$ cat config.mk
export PLATFORM = sky130hd
export DESIGN_NAME = motor_feedback_packet_parser_core
export DESIGN_NICKNAME = d
export VERILOG_FILES = /design/src/design/mfpp_pkg.sv /design/src/design/motor_feedback_packet_parser_core.sv
export VERILOG_INCLUDE_DIRS = /design/src /design/src/design
export SDC_FILE = /design/constraint.sdc
export NUM_CORES = 1
export LEC_CHECK = 0
export BUFFER_PORTS_ARGS = -buffer_cell sky130_fd_sc_hd__buf_2
export CAP_MARGIN = 20
export CORE_UTILIZATION = 59
export CTS_CLUSTER_DIAMETER = 200
export DETAILED_ROUTE_END_ITERATION = 10
export GPL_TIMING_DRIVEN = 0
export PLACE_DENSITY = 0.92
export SLEW_MARGIN = 20
export SYNTH_ARGS = -nofsm -noshare
export SYNTH_HDL_FRONTEND = slang
export SYNTH_SLANG_ARGS = --single-unit
$ cat constraint.sdc
create_clock -name clock -period 3.6 [get_ports clock]
set_clock_uncertainty 0.05 [all_clocks]
set_input_delay 0.36 -clock clock [delete_from_list [all_inputs] [get_ports clock]]
set_output_delay 0.36 -clock clock [all_outputs]
set_load 0.01 [all_outputs]
$ cat src/design/motor_feedback_packet_parser_core_assert.svh
// Assertion macros shared by the motor feedback parser RTL.
// No dependencies; files include this header by its bare name.
`ifndef MOTOR_FEEDBACK_PACKET_PARSER_CORE_ASSERT_SVH
`define MOTOR_FEEDBACK_PACKET_PARSER_CORE_ASSERT_SVH

// Same-cycle implication, disabled during reset
`define MFPP_ASSERT_IMP(lbl, clk, rst, ante, cons) \
   lbl: assert property (@(posedge clk) disable iff (rst) (ante) |-> (cons)) \
      else $error("mfpp assertion failed: same-cycle implication");

// Next-cycle implication, disabled during reset
`define MFPP_ASSERT_NXT(lbl, clk, rst, ante, cons) \
   lbl: assert property (@(posedge clk) disable iff (rst) (ante) |=> (cons)) \
      else $error("mfpp assertion failed: next-cycle implication");

`endif

$ cat src/design/mfpp_pkg.sv
// Constants shared by the motor feedback packet parser.
// No dependencies.
`default_nettype none

package mfpp_pkg;

   // Sync and id byte limits
   localparam logic [7:0] SYNC_A = 8'd183;
   localparam logic [7:0] SYNC_B = 8'd184;
   localparam logic [7:0] ID_MIN = 8'd1;
   localparam logic [7:0] ID_MAX = 8'd254;

   // Configuration register indexes
   localparam logic [7:0] CSR_DRIVER_ID      = 8'd0;
   localparam logic [7:0] CSR_MAIN_DATA_KIND = 8'd1;

   // Configuration reset values
   localparam logic [7:0] DRIVER_ID_RST      = 8'd1;
   localparam logic [7:0] MAIN_DATA_KIND_RST = 8'd193;

   // Frame byte positions that are captured
   localparam logic [7:0] POS_ID     = 8'd2;
   localparam logic [7:0] POS_KIND   = 8'd3;
   localparam logic [7:0] POS_TICKS0 = 8'd15;
   localparam logic [7:0] POS_TICKS1 = 8'd16;
   localparam logic [7:0] POS_TICKS2 = 8'd17;
   localparam logic [7:0] POS_TICKS3 = 8'd18;

   // Capture slots
   localparam int CAP_DEPTH = 6;
   localparam logic [2:0] CAP_ID     = 3'd0;
   localparam logic [2:0] CAP_KIND   = 3'd1;
   localparam logic [2:0] CAP_TICKS0 = 3'd2;
   localparam logic [2:0] CAP_TICKS1 = 3'd3;
   localparam logic [2:0] CAP_TICKS2 = 3'd4;
   localparam logic [2:0] CAP_TICKS3 = 3'd5;

   typedef logic [7:0] byte_type;

endpackage

`default_nettype wire

$ cat src/design/motor_feedback_packet_parser_core.sv
// Motor feedback packet parser: sync/length/checksum deframer, one module.
// Depends on mfpp_pkg and motor_feedback_packet_parser_core_assert.svh.
//
// One received byte goes in per beat and exactly one result beat comes out for it,
// registered in the cycle after the byte is accepted. The frame-state update for a byte
// is combinational logic from the parser state registers to the result register, so
// the block takes a byte every cycle as long as the result side keeps taking beats; a
// result waiting in the output register still lets the next byte in if rsp_ready is
// high in that same cycle. frame_good flags a byte that closed a frame whose 8-bit sum
// is zero; feedback_update flags a good frame that also carries the configured id and
// main-data kind, at which point bytes 15..18 of the frame are latched little-endian
// into position_ticks. Configuration writes are always taken (csr_ready is tied high)
// and should be made while the parser is idle.
`default_nettype none

`include "motor_feedback_packet_parser_core_assert.svh"

module motor_feedback_packet_parser_core #(
   parameter int FRAME_BYTES_MAX = 26,
   parameter int DATA_BYTES_MAX  = 23
) (
   input  wire logic               clock,
   input  wire logic               reset,
   // byte input channel
   input  wire logic               req_valid,
   output logic                    req_ready,
   input  wire logic [7:0]         req_rx_byte,
   // result channel
   output logic                    rsp_valid,
   input  wire logic               rsp_ready,
   output logic                    rsp_frame_good,
   output logic                    rsp_feedback_update,
   output logic signed [31:0]      rsp_position_ticks,
   output logic                    rsp_feedback_valid,
   // configuration write channel
   input  wire logic               csr_valid,
   output logic                    csr_ready,
   input  wire logic [7:0]         csr_index,
   input  wire logic [7:0]         csr_wdata
);

   localparam logic [7:0] FrameMax = 8'(FRAME_BYTES_MAX);
   localparam logic [7:0] DataMax  = 8'(DATA_BYTES_MAX);

   typedef enum logic [2:0] {
      PH_HUNT  = 3'd0,
      PH_ID    = 3'd1,
      PH_KIND  = 3'd2,
      PH_LEN   = 3'd3,
      PH_DATA  = 3'd4,
      PH_CHECK = 3'd5
   } phase_type;

   // Parser state
   phase_type          phase_ff, phase_in;
   logic [7:0]         byte_index_ff, byte_index_in;
   logic [7:0]         declared_length_ff, declared_length_in;
   logic [7:0]         data_index_ff, data_index_in;
   logic [7:0]         running_sum_ff, running_sum_in;
   logic [1:0]         sync_seen_ff, sync_seen_in;
   mfpp_pkg::byte_type capture_ff [mfpp_pkg::CAP_DEPTH];
   mfpp_pkg::byte_type capture_in [mfpp_pkg::CAP_DEPTH];
   logic [31:0]        position_ff, position_in;
   logic               feedback_seen_ff, feedback_seen_in;

   // Configuration
   logic [7:0]         driver_id_ff;
   logic [7:0]         main_data_kind_ff;

   // Result register
   logic               rsp_valid_ff;
   logic               frame_good_ff, frame_good_in;
   logic               update_ff, update_in;

   logic               req_fire;
   logic               take_byte;
   logic               do_restart;
   logic [7:0]         data_next;
   logic [7:0]         sum_next;

   // Handshake: output register is free or being drained this cycle
   assign req_ready = !rsp_valid_ff || rsp_ready;
   assign req_fire  = req_valid && req_ready;
   assign csr_ready = 1'b1;

   assign sum_next  = running_sum_ff + req_rx_byte;
   assign data_next = data_index_ff + 8'd1;

   // Per-byte frame state update
   always_comb begin
      phase_in           = phase_ff;
      byte_index_in      = byte_index_ff;
      declared_length_in = declared_length_ff;
      data_index_in      = data_index_ff;
      running_sum_in     = running_sum_ff;
      sync_seen_in       = sync_seen_ff;
      capture_in         = capture_ff;
      frame_good_in      = 1'b0;
      take_byte          = 1'b0;
      do_restart         = 1'b0;

      if (byte_index_ff >= FrameMax) begin
         // frame overflow: byte dropped
         do_restart = 1'b1;
      end else begin
         unique case (phase_ff)
            PH_HUNT: begin
               if (req_rx_byte == mfpp_pkg::SYNC_A || req_rx_byte == mfpp_pkg::SYNC_B) begin
                  take_byte = 1'b1;
                  if (sync_seen_ff == 2'd1) begin
                     sync_seen_in = 2'd0;
                     phase_in     = PH_ID;
                  end else begin
                     sync_seen_in = sync_seen_ff + 2'd1;
                  end
               end else begin
                  do_restart = 1'b1;
               end
            end
            PH_ID: begin
               if (req_rx_byte >= mfpp_pkg::ID_MIN && req_rx_byte <= mfpp_pkg::ID_MAX) begin
                  take_byte = 1'b1;
                  phase_in  = PH_KIND;
               end else begin
                  do_restart = 1'b1;
               end
            end
            PH_KIND: begin
               take_byte = 1'b1;
               phase_in  = PH_LEN;
            end
            PH_LEN: begin
               take_byte          = 1'b1;
               declared_length_in = req_rx_byte;
               data_index_in      = 8'd0;
               phase_in           = PH_DATA;
            end
            PH_DATA: begin
               take_byte     = 1'b1;
               data_index_in = data_next;
               if (data_next >= DataMax) begin
                  do_restart = 1'b1;
               end else if (data_next >= declared_length_ff) begin
                  phase_in = PH_CHECK;
               end
            end
            PH_CHECK: begin
               take_byte     = 1'b1;
               frame_good_in = (sum_next == 8'd0);
               do_restart    = 1'b1;
            end
            default: begin
               do_restart = 1'b1;
            end
         endcase
      end

      // store the byte at its frame position
      if (take_byte) begin
         running_sum_in = sum_next;
         byte_index_in  = byte_index_ff + 8'd1;
         case (byte_index_ff)
            mfpp_pkg::POS_ID:     capture_in[mfpp_pkg::CAP_ID]     = req_rx_byte;
            mfpp_pkg::POS_KIND:   capture_in[mfpp_pkg::CAP_KIND]   = req_rx_byte;
            mfpp_pkg::POS_TICKS0: capture_in[mfpp_pkg::CAP_TICKS0] = req_rx_byte;
            mfpp_pkg::POS_TICKS1: capture_in[mfpp_pkg::CAP_TICKS1] = req_rx_byte;
            mfpp_pkg::POS_TICKS2: capture_in[mfpp_pkg::CAP_TICKS2] = req_rx_byte;
            mfpp_pkg::POS_TICKS3: capture_in[mfpp_pkg::CAP_TICKS3] = req_rx_byte;
            default: ;
         endcase
      end

      // restart keeps captures, position and feedback flag
      if (do_restart) begin
         phase_in           = PH_HUNT;
         byte_index_in      = 8'd0;
         declared_length_in = 8'd0;
         data_index_in      = 8'd0;
         running_sum_in     = 8'd0;
         sync_seen_in       = 2'd0;
      end
   end

   // Feedback latch on a good matching main-data frame
   always_comb begin
      update_in = frame_good_in
               && capture_in[mfpp_pkg::CAP_KIND] == main_data_kind_ff
               && capture_in[mfpp_pkg::CAP_ID] == driver_id_ff;
      position_in      = position_ff;
      feedback_seen_in = feedback_seen_ff;
      if (update_in) begin
         position_in = {capture_in[mfpp_pkg::CAP_TICKS3], capture_in[mfpp_pkg::CAP_TICKS2],
                        capture_in[mfpp_pkg::CAP_TICKS1], capture_in[mfpp_pkg::CAP_TICKS0]};
         feedback_seen_in = 1'b1;
      end
   end

   // State, configuration and result registers
   always_ff @(posedge clock) begin
      if (reset) begin
         phase_ff           <= PH_HUNT;
         byte_index_ff      <= 8'd0;
         declared_length_ff <= 8'd0;
         data_index_ff      <= 8'd0;
         running_sum_ff     <= 8'd0;
         sync_seen_ff       <= 2'd0;
         for (int i = 0; i < mfpp_pkg::CAP_DEPTH; i++) begin
            capture_ff[i] <= 8'd0;
         end
         position_ff        <= 32'd0;
         feedback_seen_ff   <= 1'b0;
         driver_id_ff       <= mfpp_pkg::DRIVER_ID_RST;
         main_data_kind_ff  <= mfpp_pkg::MAIN_DATA_KIND_RST;
         rsp_valid_ff       <= 1'b0;
         frame_good_ff      <= 1'b0;
         update_ff          <= 1'b0;
      end else begin
         if (csr_valid && csr_ready) begin
            unique case (csr_index)
               mfpp_pkg::CSR_DRIVER_ID:      driver_id_ff      <= csr_wdata;
               mfpp_pkg::CSR_MAIN_DATA_KIND: main_data_kind_ff <= csr_wdata;
               default: ;
            endcase
         end
         if (req_fire) begin
            phase_ff           <= phase_in;
            byte_index_ff      <= byte_index_in;
            declared_length_ff <= declared_length_in;
            data_index_ff      <= data_index_in;
            running_sum_ff     <= running_sum_in;
            sync_seen_ff       <= sync_seen_in;
            capture_ff         <= capture_in;
            position_ff        <= position_in;
            feedback_seen_ff   <= feedback_seen_in;
            frame_good_ff      <= frame_good_in;
            update_ff          <= update_in;
            rsp_valid_ff       <= 1'b1;
         end else if (rsp_ready) begin
            rsp_valid_ff <= 1'b0;
         end
      end
   end

   assign rsp_valid           = rsp_valid_ff;
   assign rsp_frame_good      = frame_good_ff;
   assign rsp_feedback_update = update_ff;
   assign rsp_position_ticks  = signed'(position_ff);
   assign rsp_feedback_valid  = feedback_seen_ff;

   // Checks
   `MFPP_ASSERT_IMP(a_update_needs_good, clock, reset,
      rsp_valid_ff && update_ff, frame_good_ff && feedback_seen_ff)
   `MFPP_ASSERT_IMP(a_index_bounded, clock, reset,
      1'b1, byte_index_ff <= FrameMax)
   `MFPP_ASSERT_IMP(a_hunt_clean, clock, reset,
      phase_ff == PH_HUNT, declared_length_ff == 8'd0 && data_index_ff == 8'd0)
   `MFPP_ASSERT_IMP(a_sync_only_hunting, clock, reset,
      phase_ff != PH_HUNT, sync_seen_ff == 2'd0)
   `MFPP_ASSERT_NXT(a_update_sets_seen, clock, reset,
      req_fire && update_in, feedback_seen_ff && rsp_valid_ff)

endmodule

`default_nettype wire

==> impl_metrics.env <==
export IMPL_grt_total_usage_pct=32.9
export IMPL_status="completed"
export IMPL_path_max_fanout=10
export IMPL_cts_buffer_depth=2
export IMPL_route_met3_wl_mm=1.99
export IMPL_crit_path_start="req_rx_byte[3]"
export IMPL_tightest_slew_ps=903
export IMPL_drc=0
export IMPL_hold_path_startpoint="csr_wdata[0]"
export IMPL_setup_violations=0
export IMPL_syn_avg_cell_area_um2=8.37
export IMPL_slowest_delay_ps=470
export IMPL_pre_cts_slack_ps=-594
export IMPL_ir_worst_vdd_mv=0.407
export IMPL_layout_drive_gt1_share_pct=13.5
export IMPL_grt_pass1_vias=6197
export IMPL_max_slew_margin_pct=39.6
export IMPL_required_ps=3870
export IMPL_fp_dieW_um=110
export IMPL_syn_to_final_growth_pct=17.0
export IMPL_drt_iter0_markers=839
export IMPL_path_cells="buf_2, buf_2, or3b_1, a211oi_2, o21a_1, and4_1, clkbuf_2, mux2i_1, xnor2_1, nor3_4, clkbuf_1, a31oi_1, o21a_1"
export IMPL_numCtsBuffers=17
export IMPL_io_pins=67
export IMPL_p_per_area_nw_per_um2=427
export IMPL_mostFrequentLayoutCell="dfxtp_1"
export IMPL_avgRoutedWirePerCell_um=18.4
export IMPL_slew_viol_final=0
export IMPL_synth_net_count=870
export IMPL_grt_pass1_wl_mm=29.9
export IMPL_synthCells=819
export IMPL_setup_ws_ps=145
export IMPL_place_congestion=0.925
export IMPL_holdBufCountCts=0
export IMPL_r2r_start="running_sum_ff[0]$_SDFFE_PP0P_"
export IMPL_start_kind="input port"
export IMPL_arrival_ps=3730
export IMPL_ys_ff_latch=137
export IMPL_antennaDiodeCount=0
export IMPL_ys_flop_type="dfxtp_1"
export IMPL_ys_seq_area_share_pct=40.0
export IMPL_die_y_um=110
export IMPL_wl_met2_mm=9.10
export IMPL_synth_edf_count=0
export IMPL_period_share_pct=96.0
export IMPL_clock_fmax_mhz=289
export IMPL_wl_met1_mm=7.58
export IMPL_grt_max_degree=17
export IMPL_htree_levels=4
export IMPL_final_nets=956
export IMPL_grt_overflow_total=0
export IMPL_path_delay_family="simple AND/OR/NAND/NOR gates"
export IMPL_synth_cell_types=67
export IMPL_dieArea_um2=12100
export IMPL_layout_common_cells="dfxtp_1, nor2_1, nand2_1"
export IMPL_start_util_pct=60.3
export IMPL_clockRootBuffer="clkbuf_16"
export IMPL_hold_viol_final=0
export IMPL_ys_warn_count=0
export IMPL_drv_cap=0
export IMPL_power_uw=3430
export IMPL_coreArea_um2=11400
export IMPL_routed_top_layer="met4"
export IMPL_endpoint_kind="register"
export IMPL_fin_crit_ps=3450
export IMPL_synthArstFlopShare_pct=0
export IMPL_worstSetupPathType="in -> reg"
export IMPL_std_cell_rows=39
export IMPL_routed_wirelength_mm=19.5
export IMPL_slowest_stage="nor3_4"
export IMPL_antenna_left=0
export IMPL_antenna_found_initial=0
export IMPL_p_leak_uw=0.00314
export IMPL_cp_num_buf_inv=4
export IMPL_drt_pre_antenna_iters=6
export IMPL_clock_sinks=137
export IMPL_port_buffers=64
export IMPL_hp_class="in -> reg"
export IMPL_route_vias_total=6714
export IMPL_clkLatencyLatePin_ps=430
export IMPL_detail_route_vias_per_cell=6.33
export IMPL_clk_pin_slew_ps=60
export IMPL_synth_area_um2=6860
export IMPL_post_dp_hpwl_mm=12.7
export IMPL_cts_tree="yes"
==> layout make-up <==
class	count	area, µm²
clock inverters	8	96.3
repair buffers	67	343
flip-flops and latches	137	2740
well taps	143	179
plain buffers	59	262
clock buffers	23	468
inverters	31	116
multi-input cells	592	3820
fillers	816	3350
==> state kept, by name, indices dropped and copies added, names as in the netlist, 2 cells and up <==
name                count
phase_ff                3
declared_length_ff      8
rsp_position_ticks     32
capture_ff             48
running_sum_ff          8
main_data_kind_ff       8
data_index_ff           8
byte_index_ff           8
driver_id_ff            8
sync_seen_ff            2
==> report_power, final <==
part / leakage, µW / internal [µW] / switching (µW) / total (µW)
sequential: 0.00110 / 1520 / 2.73 / 1520
combinational: 0.00176 / 60.3 / 148 / 208
clock: 0.000277 / 1050 / 647 / 1690
==> routing by layer <==
metal,GRT usage (%),up-vias
met4,18.8,0
met1,39.3,3106
li1,-,3083
met3,9.43,107
met5,0,-
met2,52.9,418
==> kinds of logic after synthesis <==
| kind of cell | share of synthesized area, % |
|---|---|
| compound gates | 21.6 |
| xor+xnor | 3.96 |
| fa+ha+maj | 4.12 |
| buf+inv | 5.47 |
| flops | 40.0 |
| mux | 6.44 |
| other cells | 0.0547 |
| simple gates | 18.4 |
==> worst reg2reg max path, cell delays in order (launching register included) <==
cell and delay (ps):
dfxtp_1 310, ha_1 210, fa_1 460, or4b_2 640
nor3_1 210, nor4bb_4 300, o2111ai_2 190, nor4_4 230
buf_4 210, and2_1 140, buf_4 150, buf_6 150
o21a_1 130
==> synth_stat cells (3+ instances only) <==
master | count | area [µm²]
dfxtp_1 | 137 | 2740
nor2_1 | 86 | 323
nand2_1 | 81 | 304
a21oi_1 | 79 | 395
clkbuf_1 | 47 | 176
mux2i_1 | 43 | 430
a31oi_1 | 35 | 219
o21a_1 | 34 | 255
inv_1 | 31 | 116
o21ai_0 | 28 | 140
ha_1 | 21 | 263
nand3_1 | 19 | 95.1
xor2_1 | 18 | 158
nor3_1 | 13 | 65.1
xnor2_1 | 13 | 114
a211o_1 | 10 | 87.6
a22o_1 | 8 | 70.1
nand4_1 | 8 | 50.1
a21o_1 | 7 | 52.6
nor4_1 | 7 | 43.8
or3_1 | 7 | 43.8
nor3b_1 | 6 | 45.0
and2_1 | 5 | 31.3
buf_2 | 5 | 25.0
nor2b_1 | 5 | 31.3
o22ai_1 | 5 | 31.3
and3_1 | 4 | 25.0
a311oi_1 | 3 | 26.3
buf_6 | 3 | 33.8
nand2b_1 | 3 | 18.8
==> per-stage QoR <==
| step | hold slack [ps] | area, µm² | util (%) | setup TNS [ps] | cells |
|---|---|---|---|---|---|
| floorplan | 367 | 6860 | - | 0 | 819 |
| global placement | 378 | 7360 | 64.7 | -18850 | 1026 |
| detailed placement | 391 | 7360 | 64.7 | -21920 | 1026 |
| CTS | 100 | 7960 | 70.0 | 0 | 1060 |
| global route | 93.8 | 8020 | 70.6 | -8.49 | 1060 |
| finish | 93.2 | 8020 | 70.6 | 0 | 1060 |
==> what timing repair did <==
item,in CTS,in global routing
buffers inserted,3,0
gates cloned,0,0
gates resized for setup,3,12
setup endpoints to repair,49,50
pin swaps,1,1
==> path summary, 6_finish.rpt <==
kind | endpoint | slack [ps] | cells past startpoint
worst max-delay path | rsp_position_ticks[28]$_SDFFE_PP0P_ | 150 | 13
worst min-delay path | driver_id_ff[0]$_SDFFE_PP1P_ | 90 | 2
worst max register to register | rsp_position_ticks[5]$_SDFFE_PP0P_ | 170 | 12
worst min register to register | capture_ff[27]$_SDFFE_PP0P_ | 400 | 2
No activity file was read; power rests on OpenSTA's default activity.
